## src/sv/ucs_pkg.sv

```systemverilog
`timescale 1ns / 1ps

package ucs_pkg;

	localparam logic [15:0] DEFAULT_PORT_RESET = 16'd80;
	localparam logic [15:0] PORT_MAX = 16'hFFFF;
	localparam int QUEUE_DEPTH = 4;
	localparam int QUEUE_AW = $clog2(QUEUE_DEPTH);

	localparam logic [7:0] CH_NUL = 8'h00;
	localparam logic [7:0] CH_COLON = 8'h3A;
	localparam logic [7:0] CH_SLASH = 8'h2F;
	localparam logic [7:0] CH_LBRACKET = 8'h5B;
	localparam logic [7:0] CH_RBRACKET = 8'h5D;
	localparam logic [7:0] CH_ZERO = 8'h30;
	localparam logic [7:0] CH_NINE = 8'h39;

	// Progress through the word "news"; NEWS_FAIL marks a mismatch.
	localparam logic [2:0] NEWS_FULL = 3'd4;
	localparam logic [2:0] NEWS_FAIL = 3'd7;

	typedef enum logic [3:0] {
		PH_SCHEME_START  = 4'd0,
		PH_SCHEME        = 4'd1,
		PH_AFTER_COLON   = 4'd2,
		PH_SLASH_HELD    = 4'd3,
		PH_HOST_START    = 4'd4,
		PH_LITERAL       = 4'd5,
		PH_AFTER_LITERAL = 4'd6,
		PH_HOST          = 4'd7,
		PH_PORT_START    = 4'd8,
		PH_PORT          = 4'd9,
		PH_PATH          = 4'd10,
		PH_ERROR         = 4'd11
	} phase_t;

	typedef enum logic [2:0] {
		ST_OK          = 3'd0,
		ST_EMPTY       = 3'd1,
		ST_INCOMPLETE  = 3'd2,
		ST_BAD_LITERAL = 3'd3,
		ST_BAD_PORT    = 3'd4,
		ST_NEEDS_HOST  = 3'd5,
		ST_BAD_PATH    = 3'd6
	} status_t;

	typedef enum logic [2:0] {
		TAG_SEP    = 3'd0,
		TAG_SCHEME = 3'd1,
		TAG_HOST   = 3'd2,
		TAG_PORT   = 3'd3,
		TAG_PATH   = 3'd4
	} tag_t;

	typedef struct packed {
		logic [7:0]  ch;
		tag_t        tag;
		logic        last;
		logic        done;
		status_t     status;
		logic [15:0] port;
	} ucs_result_t;

	// Results produced by one input byte, in delivery order.
	typedef struct packed {
		logic [1:0]  count;
		ucs_result_t r0;
		ucs_result_t r1;
	} ucs_step_t;

	function automatic logic [7:0] news_char(input logic [1:0] idx);
		case (idx)
			2'd0: news_char = 8'h6E;
			2'd1: news_char = 8'h65;
			2'd2: news_char = 8'h77;
			2'd3: news_char = 8'h73;
			default: news_char = 8'h00;
		endcase
	endfunction

	function automatic status_t keep_first(input status_t cur, input status_t code);
		keep_first = (cur == ST_OK) ? code : cur;
	endfunction

endpackage

```

## src/sv/ucs_parser.sv

```systemverilog
`timescale 1ns / 1ps

module ucs_parser import ucs_pkg::*; (
	input  logic        clk,
	input  logic        arst_n,
	input  logic        step_en,
	input  logic [7:0]  ch,
	input  logic [15:0] default_port,
	output ucs_step_t   step
);

	phase_t      phase_q, ph;
	logic [2:0]  news_q, nm;
	logic [15:0] acc_q, acc;
	logic        given_q, pg;
	status_t     err_q, err;

	ucs_result_t res;
	logic        emit;
	logic        two;
	logic        is_news;
	logic        digit;
	logic [19:0] acc_next;
	logic [1:0]  n;
	ucs_result_t r0, r1;

	assign digit = (ch >= CH_ZERO) && (ch <= CH_NINE);
	assign acc_next = {4'd0, acc_q} * 20'd10 + {16'd0, ch[3:0]};

	always_comb begin
		ph = phase_q;
		nm = news_q;
		acc = acc_q;
		pg = given_q;
		err = err_q;
		n = 2'd0;
		r0 = '0;
		r1 = '0;
		res = '0;
		emit = 1'b1;
		two = 1'b0;

		// A slash held after the scheme's colon is released ahead of this byte.
		if (phase_q == PH_SLASH_HELD) begin
			r0.ch = CH_SLASH;
			n = 2'd1;
			if (ch == CH_SLASH) begin
				r1.ch = CH_SLASH;
				r1.last = 1'b1;
				n = 2'd2;
				ph = PH_HOST_START;
				two = 1'b1;
			end else if (news_q == NEWS_FULL) begin
				r0.tag = TAG_PATH;
				ph = PH_PATH;
			end else begin
				err = keep_first(err, ST_NEEDS_HOST);
				ph = PH_ERROR;
			end
		end
		is_news = (news_q == NEWS_FULL);

		res.ch = ch;
		res.last = 1'b1;
		res.tag = TAG_SEP;

		if (two) begin
			emit = 1'b0;
		end else if (ch == CH_NUL) begin
			case (ph)
				PH_SCHEME_START: begin
					err = keep_first(err, ST_EMPTY);
				end
				PH_SCHEME, PH_HOST_START, PH_HOST, PH_AFTER_LITERAL: begin
					err = keep_first(err, ST_INCOMPLETE);
				end
				PH_AFTER_COLON: begin
					err = keep_first(err, is_news ? ST_BAD_PATH : ST_NEEDS_HOST);
				end
				PH_LITERAL: begin
					err = keep_first(err, ST_BAD_LITERAL);
				end
				PH_PORT_START: begin
					err = keep_first(err, ST_BAD_PORT);
				end
				PH_PORT: begin
					err = keep_first(err, ST_BAD_PATH);
				end
				default: begin
				end
			endcase
			res.done = 1'b1;
			res.status = err;
			res.port = pg ? acc : default_port;
			ph = PH_SCHEME_START;
			nm = 3'd0;
			acc = 16'd0;
			pg = 1'b0;
			err = ST_OK;
		end else begin
			case (ph)
				PH_SCHEME_START, PH_SCHEME: begin
					ph = PH_SCHEME;
					if (ch == CH_COLON) begin
						ph = PH_AFTER_COLON;
					end else begin
						res.tag = TAG_SCHEME;
						if (news_q < NEWS_FULL && ch == news_char(news_q[1:0])) begin
							nm = news_q + 3'd1;
						end else begin
							nm = NEWS_FAIL;
						end
					end
				end
				PH_AFTER_COLON: begin
					if (ch == CH_SLASH) begin
						ph = PH_SLASH_HELD;
						emit = 1'b0;
					end else begin
						err = keep_first(err, is_news ? ST_BAD_PATH : ST_NEEDS_HOST);
						ph = PH_ERROR;
					end
				end
				PH_HOST_START, PH_HOST: begin
					if (ph == PH_HOST_START && ch == CH_LBRACKET) begin
						res.tag = TAG_HOST;
						ph = PH_LITERAL;
					end else if (ch == CH_SLASH) begin
						res.tag = TAG_PATH;
						ph = PH_PATH;
					end else if (ch == CH_COLON) begin
						ph = PH_PORT_START;
					end else begin
						res.tag = TAG_HOST;
						ph = PH_HOST;
					end
				end
				PH_LITERAL: begin
					if (ch == CH_RBRACKET) begin
						ph = PH_AFTER_LITERAL;
					end else begin
						res.tag = TAG_HOST;
					end
				end
				PH_AFTER_LITERAL: begin
					if (ch == CH_COLON) begin
						ph = PH_PORT_START;
					end else if (ch == CH_SLASH) begin
						res.tag = TAG_PATH;
						ph = PH_PATH;
					end else begin
						err = keep_first(err, ST_BAD_PATH);
						ph = PH_ERROR;
					end
				end
				PH_PORT_START, PH_PORT: begin
					if (digit) begin
						acc = (acc_next > {4'd0, PORT_MAX}) ? PORT_MAX : acc_next[15:0];
						pg = 1'b1;
						res.tag = TAG_PORT;
						ph = PH_PORT;
					end else if (ph == PH_PORT_START) begin
						err = keep_first(err, ST_BAD_PORT);
						ph = PH_ERROR;
					end else if (ch == CH_SLASH) begin
						res.tag = TAG_PATH;
						ph = PH_PATH;
					end else begin
						err = keep_first(err, ST_BAD_PATH);
						ph = PH_ERROR;
					end
				end
				PH_PATH: begin
					res.tag = TAG_PATH;
				end
				default: begin
				end
			endcase
		end

		if (emit) begin
			if (n == 2'd0) begin
				r0 = res;
			end else begin
				r1 = res;
			end
			n = n + 2'd1;
		end
	end

	assign step.count = n;
	assign step.r0 = r0;
	assign step.r1 = r1;

	always_ff @(posedge clk or negedge arst_n) begin
		if (!arst_n) begin
			phase_q <= PH_SCHEME_START;
			news_q <= 3'd0;
			acc_q <= 16'd0;
			given_q <= 1'b0;
			err_q <= ST_OK;
		end else if (step_en) begin
			phase_q <= ph;
			news_q <= nm;
			acc_q <= acc;
			given_q <= pg;
			err_q <= err;
		end
	end

endmodule

```

## src/sv/url_component_splitter_core.sv

```systemverilog
`timescale 1ns / 1ps
// Channel     Direction  Handshake                     Contents
// s_axis      in         s_axis_tvalid/s_axis_tready   one URL byte per transaction
// m_axis      out        m_axis_tvalid/m_axis_tready   one classified byte per transaction
// cfg         in         cfg_valid/cfg_ready           default port
//
// A byte is registered on input and classified from that register once the queue has room;
// each result is written to the queue, whose head drives m_axis. One byte is taken every
// cycle while the result queue (four entries) has room for two results; a byte that yields
// two results fills two entries. Reset clears the parser state, the queue and the default
// port (80). A stall on m_axis fills the queue and then holds s_axis_tready low.

module url_component_splitter_core import ucs_pkg::*; (
	input  logic        clk,
	input  logic        arst_n,
	input  logic        s_axis_tvalid,
	output logic        s_axis_tready,
	input  logic [7:0]  s_axis_tdata,   // [7:0] url_byte
	output logic        m_axis_tvalid,
	input  logic        m_axis_tready,
	output logic [31:0] m_axis_tdata,   // [7:0] out_byte, [10:8] status, [26:11] port_number
	output logic [3:0]  m_axis_tuser,   // [2:0] part_tag, [3] url_done
	output logic        m_axis_tlast,   // last_of_item
	input  logic        cfg_valid,
	output logic        cfg_ready,
	input  logic [15:0] cfg_data        // default_port
);

	logic [15:0]         default_port_q;
	logic                valid_s1;
	logic [7:0]          ch_s1;
	logic                step_en;
	ucs_step_t           step;
	ucs_result_t         queue_q [QUEUE_DEPTH];
	logic [QUEUE_AW-1:0] wr_ptr_q;
	logic [QUEUE_AW-1:0] rd_ptr_q;
	logic [QUEUE_AW:0]   count_q;
	logic                pop;
	logic [QUEUE_AW:0]   push_n;
	ucs_result_t         head;

	assign cfg_ready = 1'b1;

	always_ff @(posedge clk or negedge arst_n) begin
		if (!arst_n) begin
			default_port_q <= DEFAULT_PORT_RESET;
		end else if (cfg_valid && cfg_ready) begin
			default_port_q <= cfg_data;
		end
	end

	// The held byte is classified once the queue can take two results.
	assign step_en = valid_s1 && (count_q <= (QUEUE_AW + 1)'(QUEUE_DEPTH - 2));
	assign s_axis_tready = !valid_s1 || step_en;

	always_ff @(posedge clk or negedge arst_n) begin
		if (!arst_n) begin
			valid_s1 <= 1'b0;
		end else if (s_axis_tready) begin
			valid_s1 <= s_axis_tvalid;
		end
	end

	always_ff @(posedge clk) begin
		if (s_axis_tready && s_axis_tvalid) begin
			ch_s1 <= s_axis_tdata;
		end
	end

	ucs_parser u_parser (
		.clk          (clk),
		.arst_n       (arst_n),
		.step_en      (step_en),
		.ch           (ch_s1),
		.default_port (default_port_q),
		.step         (step)
	);

	assign pop = m_axis_tvalid && m_axis_tready;
	assign push_n = step_en ? {{(QUEUE_AW - 1){1'b0}}, step.count} : '0;

	always_ff @(posedge clk) begin
		if (step_en && step.count != 2'd0) begin
			queue_q[wr_ptr_q] <= step.r0;
		end
		if (step_en && step.count == 2'd2) begin
			queue_q[wr_ptr_q + QUEUE_AW'(1)] <= step.r1;
		end
	end

	always_ff @(posedge clk or negedge arst_n) begin
		if (!arst_n) begin
			wr_ptr_q <= '0;
			rd_ptr_q <= '0;
			count_q <= '0;
		end else begin
			wr_ptr_q <= wr_ptr_q + push_n[QUEUE_AW-1:0];
			if (pop) begin
				rd_ptr_q <= rd_ptr_q + QUEUE_AW'(1);
			end
			count_q <= count_q + push_n - {{QUEUE_AW{1'b0}}, pop};
		end
	end

	assign head = queue_q[rd_ptr_q];
	assign m_axis_tvalid = (count_q != '0);
	assign m_axis_tdata = {5'd0, head.port, head.status, head.ch};
	assign m_axis_tuser = {head.done, head.tag};
	assign m_axis_tlast = head.last;

	a_queue_bound: assert property (@(posedge clk) disable iff (!arst_n)
		count_q <= (QUEUE_AW + 1)'(QUEUE_DEPTH))
		else $error("result queue overflow");

	a_done_is_last: assert property (@(posedge clk) disable iff (!arst_n)
		m_axis_tvalid && m_axis_tuser[3] |-> m_axis_tlast && m_axis_tdata[7:0] == CH_NUL)
		else $error("terminator transaction malformed");

	a_status_only_when_done: assert property (@(posedge clk) disable iff (!arst_n)
		m_axis_tvalid && !m_axis_tuser[3] |-> m_axis_tdata[26:8] == '0)
		else $error("status or port reported without done");

	a_step_fits: assert property (@(posedge clk) disable iff (!arst_n)
		step_en |-> step.count != 2'd3)
		else $error("parser produced too many results");

endmodule
```

## config.mk

```make
export PLATFORM = sky130hd
export DESIGN_NAME = url_component_splitter_core
export DESIGN_NICKNAME = d
export VERILOG_FILES = /design/src/sv/ucs_pkg.sv /design/src/sv/ucs_parser.sv /design/src/sv/url_component_splitter_core.sv
export SDC_FILE = /design/constraint.sdc
export NUM_CORES = 1
export LEC_CHECK = 0
export BUFFER_PORTS_ARGS = -buffer_cell sky130_fd_sc_hd__buf_2
export CAP_MARGIN = 20
export CORE_ASPECT_RATIO = 0.9
export CORE_UTILIZATION = 45
export DETAILED_ROUTE_END_ITERATION = 6
export HOLD_SLACK_MARGIN = 0.1
export SYNTH_ARGS = -nofsm -noshare
export SYNTH_HDL_FRONTEND = slang
export SYNTH_SLANG_ARGS = --single-unit
export TNS_END_PERCENT = 20
```

## constraint.sdc

```tcl
create_clock -name clk -period 4.6 [get_ports clk]
set_input_delay 0.69 -clock clk [delete_from_list [all_inputs] [get_ports clk]]
set_output_delay 0.69 -clock clk [all_outputs]
set_load 0.02 [all_outputs]
```

## Word-level counts from Yosys, hierarchy flattened

Memories as Yosys holds them, arrays and structs flattened.
Cells that the tools add are included.

- Word-level logic and storage cells: 165
- Output and inout bits: 40
- Memory bits (writable): 128
- Register bits after elaboration: 59
- Memories: 1

- Bitwise gates (word level): 1
- Mux-type cells: 90
- Reductions and logical operators: 27
- Order comparisons: 5
- Equal/unequal tests: 21
- $add $sub $neg: 8
- Multiply operators: 1

Memories:

| name | depth | bits a word | read ports | clocked after Yosys merged registers in | wr ports | RTL line | source |
|---|---|---|---|---|---|---|---|
| queue_q | 4 | 32 | 1 | 0 | 2 | url_component_splitter_core.sv:34 | `ucs_result_t queue_q [QUEUE_DEPTH];` |

Operators with widths:

| cell | number |
|---|---|
| $mux W32 | 4 |
| $mux W3 | 31 |
| $mux W16 | 5 |
| $mux W4 | 12 |
| $mux W20 | 2 |
| $mux W8 | 5 |
| $pmux W3 S6 | 2 |
| $pmux W8 S4 | 1 |
| $pmux W4 S6 | 1 |
| $add A20 B4 Y20 | 1 |
| $gt A20 B16 Y1 const B | 1 |
| $mul A16 B3 Y19 const B | 1 |
| $eq A4 B3 Y1 const B | 4 |
| $eq A8 B6 Y1 const B | 2 |
| $eq A8 B7 Y1 const B | 2 |
| $mux W1 | 16 |
| $mux W2 | 8 |
| $eq A4 B4 Y1 const B | 3 |
| $mux W9 | 1 |
| $pmux W3 S3 | 1 |
| $eq A4 B2 Y1 const B | 2 |
| $eq A8 B8 Y1 | 1 |
| $ge A8 B6 Y1 const B | 1 |
| $le A8 B6 Y1 const B | 1 |
| other kinds (26) | 45 |

## Logic depth before layout (Yosys ltp)

Gate-level depths: netlist of the first run.

- Depth after elaboration: 15
- Mapped depth: 15
- Gate-level depth less buffers: 14

## Cells and area by module

From an unflattened synthesis of the first run, not the netlist that was laid out.

- Cell total of the unflattened synthesis: 934
- Area, all modules: 11449.7 um^2

By module, submodules not included:

| module | times used | area an instance (um^2) | cells an instance |
|---|---|---|---|
| url_component_splitter_core | 1 | 7598.5 | 411 |
| ucs_parser | 1 | 3851.2 | 523 |

## Least setup slack after synthesis of the first run

No wires, ideal clock.

- Path kind: reg-to-reg
- Start: register ch_s1[2]
- End: memory queue_q[1][0] (netlist bit), enable pin
- Cell stages (with the launch flop): 9
- Library setup time: 0.421 ns
- Arrival time: 3.063 ns
- Buffers on the path: 1
- Clock period less this slack: 3.484 ns
- Data required time: 4.179 ns
- Setup slack: 1.116 ns
- Path through: edfxtp_1 > and4_1 > and3_1 > clkbuf_1 > nand2_1 > nand2_1 > nor2_1 > a21oi_1 > nor2_1

RTL lines:

| what | RTL line | source |
|---|---|---|
| from (decl) | url_component_splitter_core.sv:31 | `logic [7:0] ch_s1;` |
| from (signal assigned) | url_component_splitter_core.sv:66 | `ch_s1 <= s_axis_tdata;` |
| to (decl) | url_component_splitter_core.sv:34 |  |

## Worst setup path in the final report of the first run

- Start: register u_parser.acc_q[1]
- End: register u_parser.acc_q[14]

- Cells in the longest elaborated chain, start to end: 7

Ends and longest elaborated chain:

| what | RTL line | source |
|---|---|---|
| from (decl) | ucs_parser.sv:14 | `logic [15:0] acc_q, acc;` |
| from (signal assigned) | ucs_parser.sv:199 | `acc_q <= 16'd0;` |
| from (signal assigned) | ucs_parser.sv:205 | `acc_q <= acc;` |
| $mul A16 B3 Y19 * | ucs_parser.sv:28 | `assign acc_next = {4'd0, acc_q} * 20'd10 + {16'd0, ch[3:0]};` |
| $add A20 B4 Y20 * | ucs_parser.sv:28 |  |
| $gt A20 B16 Y1 | ucs_parser.sv:158 | `acc = (acc_next > {4'd0, PORT_MAX}) ? PORT_MAX : acc_next[15:0];` |
| $mux W16 * | ucs_parser.sv:158 |  |
| $mux W16 * | ucs_parser.sv:157 | `if (digit) begin` |
| $mux W16 * | ucs_parser.sv:101 | `case (ph)` |
| $mux W16 * | ucs_parser.sv:69 | `end else if (ch == CH_NUL) begin` |

Every way passes the cells marked *; elsewhere a longest branch is shown, timed or not. The select of a mux whose other input is x is not followed.
A chain may end at the register's enable or synchronous reset.

==> run_results.csv, run 1 <==
group,metric,value,unit
cells_and_area,drive_gt1_frac,0.2111,
worst_setup_path,r2r_cells,11,
grt,grt_pass1_wl,34830,um
die,start_util,0.4588,
logic_synthesis,ys_types,79,
cts,cts_tree,"built",
logic_synthesis,synth.area.top_cells,"edfxtp_1 41%, dfrtp_1 12%, mux4_2 7.3%",
cells_and_area,n_antenna_cell,0,
cells_and_area,finalNetCount,941,
detailed_routing,drt_iter0_drc,439,
detailed_routing,routed-wl-met3,1058,um
detailed_routing,vias_per_cell,5.533,
cts,numCtsBuffers,17,
worst_hold_path,hold_path_class,"in -> async",
worst_setup_path,cp_data_required_time,4890,ps
grt,antenna_found_initial,0,
place,io_buffers,62,
timing,tightest_slew,1034,ps
worst_setup_path,startpoint_type,"flop",
worst_setup_path,timing.critical_path.mode_cell,"ha_1",
run,max_cap_viol_count,0,
detailed_routing,wl_per_cell,18.50,um
worst_setup_path,crit_fanout,16,
detailed_routing,finalWirelength,21680,um
die,die_h,142.9,um
grt,grt_usage,0.2056,
cts,cts_sinks,187,
cts,post_cts_resized,0,
worst_setup_path,path_class,"reg -> reg",
timing,final_hold_viol_count,0,
worst_setup_path,cp_slowest_cell,"or3b_1",
place,place_hpwl,14730,um
logic_synthesis,synth_ff_type,"edfxtp_1",
timing,finalMaxSlewViolations,0,
timing,rsz0062_at_grt,"false",
cells_and_area,syn2layout_area_growth,11.55,%
grt,grt_max_degree,52,
cts,cts_root_buf,"clkbuf_16",
timing,period_needed,3610,ps
pwr,power.density,619.9,nW/um^2
die,die_area,22660,um^2
logic_synthesis,avgSynthCellArea,12.10,um^2
grt,grt_pass1_vias,6322,
logic_synthesis,synth_edf_count,136,
logic_synthesis,syn_inst,820,
worst_setup_path,cp_num_buf_inv,2,
worst_setup_path,critical_path.top_delay_family,"simple AND/OR/NAND/NOR gates",
place,place.gp.congestion,0.8996,
outcome,status,"finished, final reports clean",
detailed_routing,top_layer,"met4",
worst_setup_path,crit_path_end_kind,"flop",
timing,hold_slack,358.2,ps
cells_and_area,layout_commonest_cell,"edfxtp_1",
timing,fin_skew,9.391,ps
detailed_routing,met1_length,10440,um
worst_setup_path,r2r_start,"u_parser.acc_q[1]$_DFFE_PN0P_",
logic_synthesis,synth.cell_area,9926,um^2
logic_synthesis,synth_top_area_share,0.4114,
detailed_routing,wl_met2,9859,um
detailed_routing,drt_first_pass_iters,5,
cts,clk_pin_slew,80,ps
cells_and_area,final_cell_mix,"136 x edfxtp_1, 116 x nor2_1, 71 x nand2_1",
worst_setup_path,max_stage_delay,460,ps
cts,htree_num_levels,4,
die,rows,51,
detailed_routing,ant_nets,0,
die,num_io_pins,69,
detailed_routing,drc,0,
worst_setup_path,path_cells,"ha_1 -> ha_1 -> inv_1 -> fa_1 -> or3b_1 -> nor4b_2 -> nand4_1 -> nor4_2 -> mux2i_2 -> buf_4 -> a31oi_2",
cts,clock_path_buffers,2,
logic_synthesis,yosysTopAreaCell,"edfxtp_1",
worst_setup_path,worst_ep_arrival_time,3900,ps
logic_synthesis,yosysWarnings,0,
timing,fmax,277.0,MHz
timing,max-slew-margin-rel,0.3088,
pwr,p_leak,0.004321,uW
cts,hold_buffers,0,
cts,post_cts_buffers,0,
detailed_routing,vias,6485,
logic_synthesis,ys_seq_area_frac,0.5403,
die,die_w,158.6,um
grt,grt-ovfl-total,0,
timing,finalCritPeriodShare,0.7847,
die,core_area,21630,um^2
logic_synthesis,ys_ff_latch,187,
worst_setup_path,reg2reg_to,"u_parser.acc_q[14]$_DFFE_PN0P_",
cts,clk_latency,430,ps
pwr,max-vdd-ir-drop,0.0002535,V
timing,tns,0,ps
logic_synthesis,async_reset_ff_frac,0.2727,
worst_setup_path,reg2reg_slack,990,ps
timing,setup_viol,0,
## sequential cells by signal, summed over array words and instances (netlist names)
register and cells:
wr_ptr_q 2, u_parser.acc_q 16, ch_s1 8, u_parser.news_q 3, u_parser.given_q 1, queue_q 128, rd_ptr_q 2, u_parser.err_q 3
default_port_q 16, count_q 3, valid_s1 1, u_parser.phase_q 4
## metrics by stage
step | std cells | power [uW] | cell area [um^2] | util | setup WS, ps
after global placement | 1140 | 5456 | 10500 | 0.4852 | 1050
after global routing | 1172 | 7316 | 11070 | 0.5118 | 717.3
after detailed placement | 1140 | 5489 | 10500 | 0.4852 | 1006
after floorplan | 824 | 4701 | 9941 | - | 1116
after CTS | 1172 | 6919 | 11070 | 0.5118 | 989.5
final | 1172 | 6863 | 11070 | 0.5118 | 990.2
## layout make-up
| cell class | instances | area [um^2] |
|---|---|---|
| flip-flops and latches | 187 | 5364 |
| inverters | 24 | 90.09 |
| clock inverters | 15 | 150.1 |
| multi-input cells | 568 | 4308 |
| well taps | 291 | 364.1 |
| repair buffers | 70 | 370.4 |
| clock buffers | 17 | 425.4 |
| fillers | 1878 | 10560 |
## Yosys cell counts (all sizes together) (3+ instances only)
cell,number
buf,14
o211ai,5
a211oi,3
nand3b,3
or2,4
nand2b,7
ha,41
mux4,32
nand4,6
mux2i,22
a31oi,24
nor4,3
a21oi,54
nor3,10
mux2,18
or3,5
o31ai,5
nor2,121
nand2,71
dfrtp,49
xnor2,16
and4,4
nor2b,11
nand3,6
fa,3
xor2,13
a21o,3
edfxtp,136
and2,16
inv,24
o21ai,23
clkbuf,31
## where the power goes
group,leakage (uW),switching [uW],internal [uW]
registers,0.00187,372,2290
clock network,0.000278,714,724
logic,0.00218,1640,1130
## how the worst max path moves through the flow
stage                                           endpoint  cells past startpoint                           from  slack [ps]
after detailed placement  u_parser.acc_q[11]$_DFFE_PN0P_                     11  u_parser.acc_q[1]$_DFFE_PN0P_        1010
after floorplan                  queue_q[1][0]$_DFFE_PP_                      8             ch_s1[2]$_DFFE_PP_        1120
after global routing       u_parser.acc_q[4]$_DFFE_PN0P_                     13  u_parser.acc_q[1]$_DFFE_PN0P_         720
final                     u_parser.acc_q[14]$_DFFE_PN0P_                     11  u_parser.acc_q[1]$_DFFE_PN0P_         990
after CTS                 u_parser.acc_q[14]$_DFFE_PN0P_                     11  u_parser.acc_q[1]$_DFFE_PN0P_         990
after global placement    u_parser.acc_q[11]$_DFFE_PN0P_                     11  u_parser.acc_q[1]$_DFFE_PN0P_        1050
## worst reg2reg max path, cell delays in order, from the launching register on
cell     delay (ps)
dfrtp_1         450
ha_1            320
ha_1            250
inv_1            80
fa_1            450
or3b_1          460
nor4b_2         300
nand4_1         220
nor4_2          320
mux2i_2         240
buf_4           270
a31oi_2         120
## layer usage
metal  up-vias  GRT usage
met5         -          0
met4         0    0.05466
met3        22    0.03703
met2       186     0.3105
met1      3174     0.3038
li1       3103          -
## logic make-up (layout without fill, tap and decap cells)
family | count (synthesis) | count (layout) | share of synthesized area
other | 2 | 6 | 0.0007566
adder cells (fa/ha/maj) | 44 | 44 | 0.05773
AO/OA/AOI/OAI | 140 | 140 | 0.09946
flip-flops | 187 | 187 | 0.5403
multiplexers | 72 | 72 | 0.1156
AND/OR/NAND/NOR | 277 | 277 | 0.1296
XOR/XNOR | 29 | 29 | 0.02710
buffers and inverters | 69 | 126 | 0.02950
Note: power is estimated with default switching activity, not from simulation.
==> inputs of run 2 (changes only) <==
- clock period: 4.6 -> 2.9 ns (I/O delays scaled with it)
==> run_results.csv, run 2 (same netlist as run 1, synthesis figures left out) <==
group,metric,value,unit
cts,clock_path_buffers,2,
detailed_routing,drt_first_pass_iters,7,
die,start_util,0.4588,
cells_and_area,largest_register,"queue_q",
cells_and_area,fin_cells,1256,
place,place_hpwl,15780,um
cells_and_area,top_regs,"queue_q: 128 flops, default_port_q: 16 flops, u_parser.acc_q: 16 flops",
worst_hold_path,hold_depth,1,
timing,period_needed,3175,ps
timing,setup_viol,16,
cells_and_area,layout_commonest_cell,"edfxtp_1",
cts,htree_num_levels,4,
worst_setup_path,path_class,"reg -> reg",
detailed_routing,drc,2,
worst_hold_path,hold_path_class,"in -> reg",
detailed_routing,vias,6864,
die,die_h,142.9,um
worst_setup_path,reg2reg_slack,-280,ps
outcome,status,"finished with violations",
die,die_w,158.6,um
cells_and_area,n_antenna_cell,0,
cells_and_area,drive_gt1_frac,0.3016,
detailed_routing,drt_iter0_drc,486,
grt,grt_max_degree,35,
cells_and_area,syn2layout_area_growth,20.72,%
cells_and_area,multi_input_comb_area,4477,um^2
detailed_routing,finalWirelength,22960,um
timing,tightest_slew,569.8,ps
die,core_area,21630,um^2
cells_and_area,finalNetCount,1025,
die,num_io_pins,69,
timing,finalMaxSlewViolations,0,
grt,grt_pass1_vias,6660,
worst_setup_path,r2r_start,"u_parser.acc_q[3]$_DFFE_PN0P_",
outcome,violations,"design-rule violations, negative setup slack",
pwr,p_leak,0.004759,uW
timing,final_hold_viol_count,0,
place,place.gp.congestion,0.8865,
place,place_inst,1218,
timing,rsz0062_at_grt,"true",
detailed_routing,vias_per_cell,5.465,
die,rows,51,
timing,fmax,315.0,MHz
detailed_routing,ant_nets,0,
timing,finalCritPeriodShare,1.095,
grt,grt_usage,0.2141,
worst_setup_path,crit_path_end_kind,"flop",
grt,grt_pass1_wl,36300,um
grt,antenna_found_initial,0,
worst_setup_path,crit_fanout,8,
pwr,max-vdd-ir-drop,0.0003970,V
run,max_cap_viol_count,0,
place,io_buffers,62,
worst_setup_path,crit_start,"u_parser.acc_q[3]$_DFFE_PN0P_",
worst_setup_path,startpoint_type,"flop",
pwr,power.density,994.2,nW/um^2
cells_and_area,seq_area,5366,um^2
worst_setup_path,cp_data_required_time,3220,ps
cts,clk_latency,440,ps
worst_hold_path,holdPathEnd,"ch_s1[0]$_DFFE_PP_",
cells_and_area,final_cell_mix,"136 x edfxtp_1, 114 x nor2_1, 83 x buf_4",
cts,cts_root_buf,"clkbuf_16",
detailed_routing,wl_per_cell,18.28,um
timing,worst_slack,-275.1,ps
cells_and_area,largest_reg_flops,128,
timing,hold_slack,171.3,ps
worst_setup_path,reg2reg_to,"u_parser.acc_q[10]$_DFFE_PN0P_",
grt,grt-ovfl-total,0,
worst_hold_path,min_from,"s_axis_tdata[0]",
cts,clk_pin_slew,80,ps
worst_setup_path,r2r_cells,12,
worst_setup_path,worst_ep_arrival_time,3490,ps
die,die_area,22660,um^2
cts,numCtsBuffers,17,
cells_and_area,fillers,1862,
timing,max-slew-margin-rel,0.6093,
cts,cts_sinks,187,
timing,fin_skew,9.703,ps
cts,cts_tree,"built",
-- run 2: changes by cell type in the layout (fill, tap and decap cells not counted), moves of 2 or more --
cell,change
nor2_2,+2
buf_4,+75
o21ai_2,+2
ha_1,-10
dfrtp_2,+2
buf_12,+6
ha_4,+9
dfrtp_1,-2
o21ai_1,-2
nor2_1,-2
-- run 2: how the worst max path moves through the flow --
| stage | endpoint |
|---|---|
| 2_1_floorplan | u_parser.acc_q[10]$_DFFE_PN0P_ |
| 3_3_place_gp | u_parser.acc_q[0]$_DFFE_PN0P_ |
| 3_5_place_dp | u_parser.acc_q[6]$_DFFE_PN0P_ |
| 4_1_cts | u_parser.acc_q[6]$_DFFE_PN0P_ |
| 5_1_grt | u_parser.acc_q[10]$_DFFE_PN0P_ |
| 6_report | u_parser.acc_q[10]$_DFFE_PN0P_ |
-- run 2: area by class of cell --
type	instances	area share
clock inverters	15	0.01201
multi-input cells	568	0.3736
flip-flops and latches	187	0.4478
repair buffers	154	0.09314
clock buffers	17	0.03550
well taps	291	0.03039
inverters	24	0.007518
-- run 2: critical path: stages, from the launching register on --
cell and delay (ps):
dfrtp_1 410, ha_4 250, ha_4 160, inv_2 50, fa_2 430, or3b_4 400
nor4b_4 240, nand4_1 180, nor4_2 310, mux2i_2 240, buf_4 160, clkbuf_16 160
a31oi_2 70
-- run 2: repair_timing --
item,in CTS,in global routing
endpoints found under the setup margin,16,20
endpoints found under the hold margin,24,0
hold buffers,1,0
gates cloned,0,1
resized for setup,0,20
pin swaps,1,11
setup buffers,0,3
-- run 2: metrics by stage --
step / utilization / setup slack (ps) / power, uW / instance area, um^2 / setup TNS [ps]
finish: 0.5539 / -275.1 / 11910 / 11980 / -4068
global route: 0.5539 / -401.9 / 12660 / 11980 / -6145
CTS: 0.5443 / -366.8 / 11720 / 11770 / -5641
detailed placement: 0.5175 / -350.3 / 9462 / 11190 / -5440
global placement: 0.5166 / -325.2 / 9372 / 11170 / -5098
floorplan: - / -486.4 / 7502 / 9986 / -28960
-- run 2: per-layer routing --
metal	vias to the layer above	GRT usage	wire length, um
li1	3276	-	-
met1	3406	0.3101	10970
met2	165	0.3382	10820
met3	17	0.03490	964
met4	0	0.04605	205
met5	-	0	0
-- run 2: power by group --
group          total (uW)  switching [uW]  internal, uW  leakage (uW)
Combinational        5660            3090          2560       0.00262
Sequential           4000             374          3620       0.00186
Clock                2260            1120          1140      0.000275
Total               11900            4580          7330       0.00476
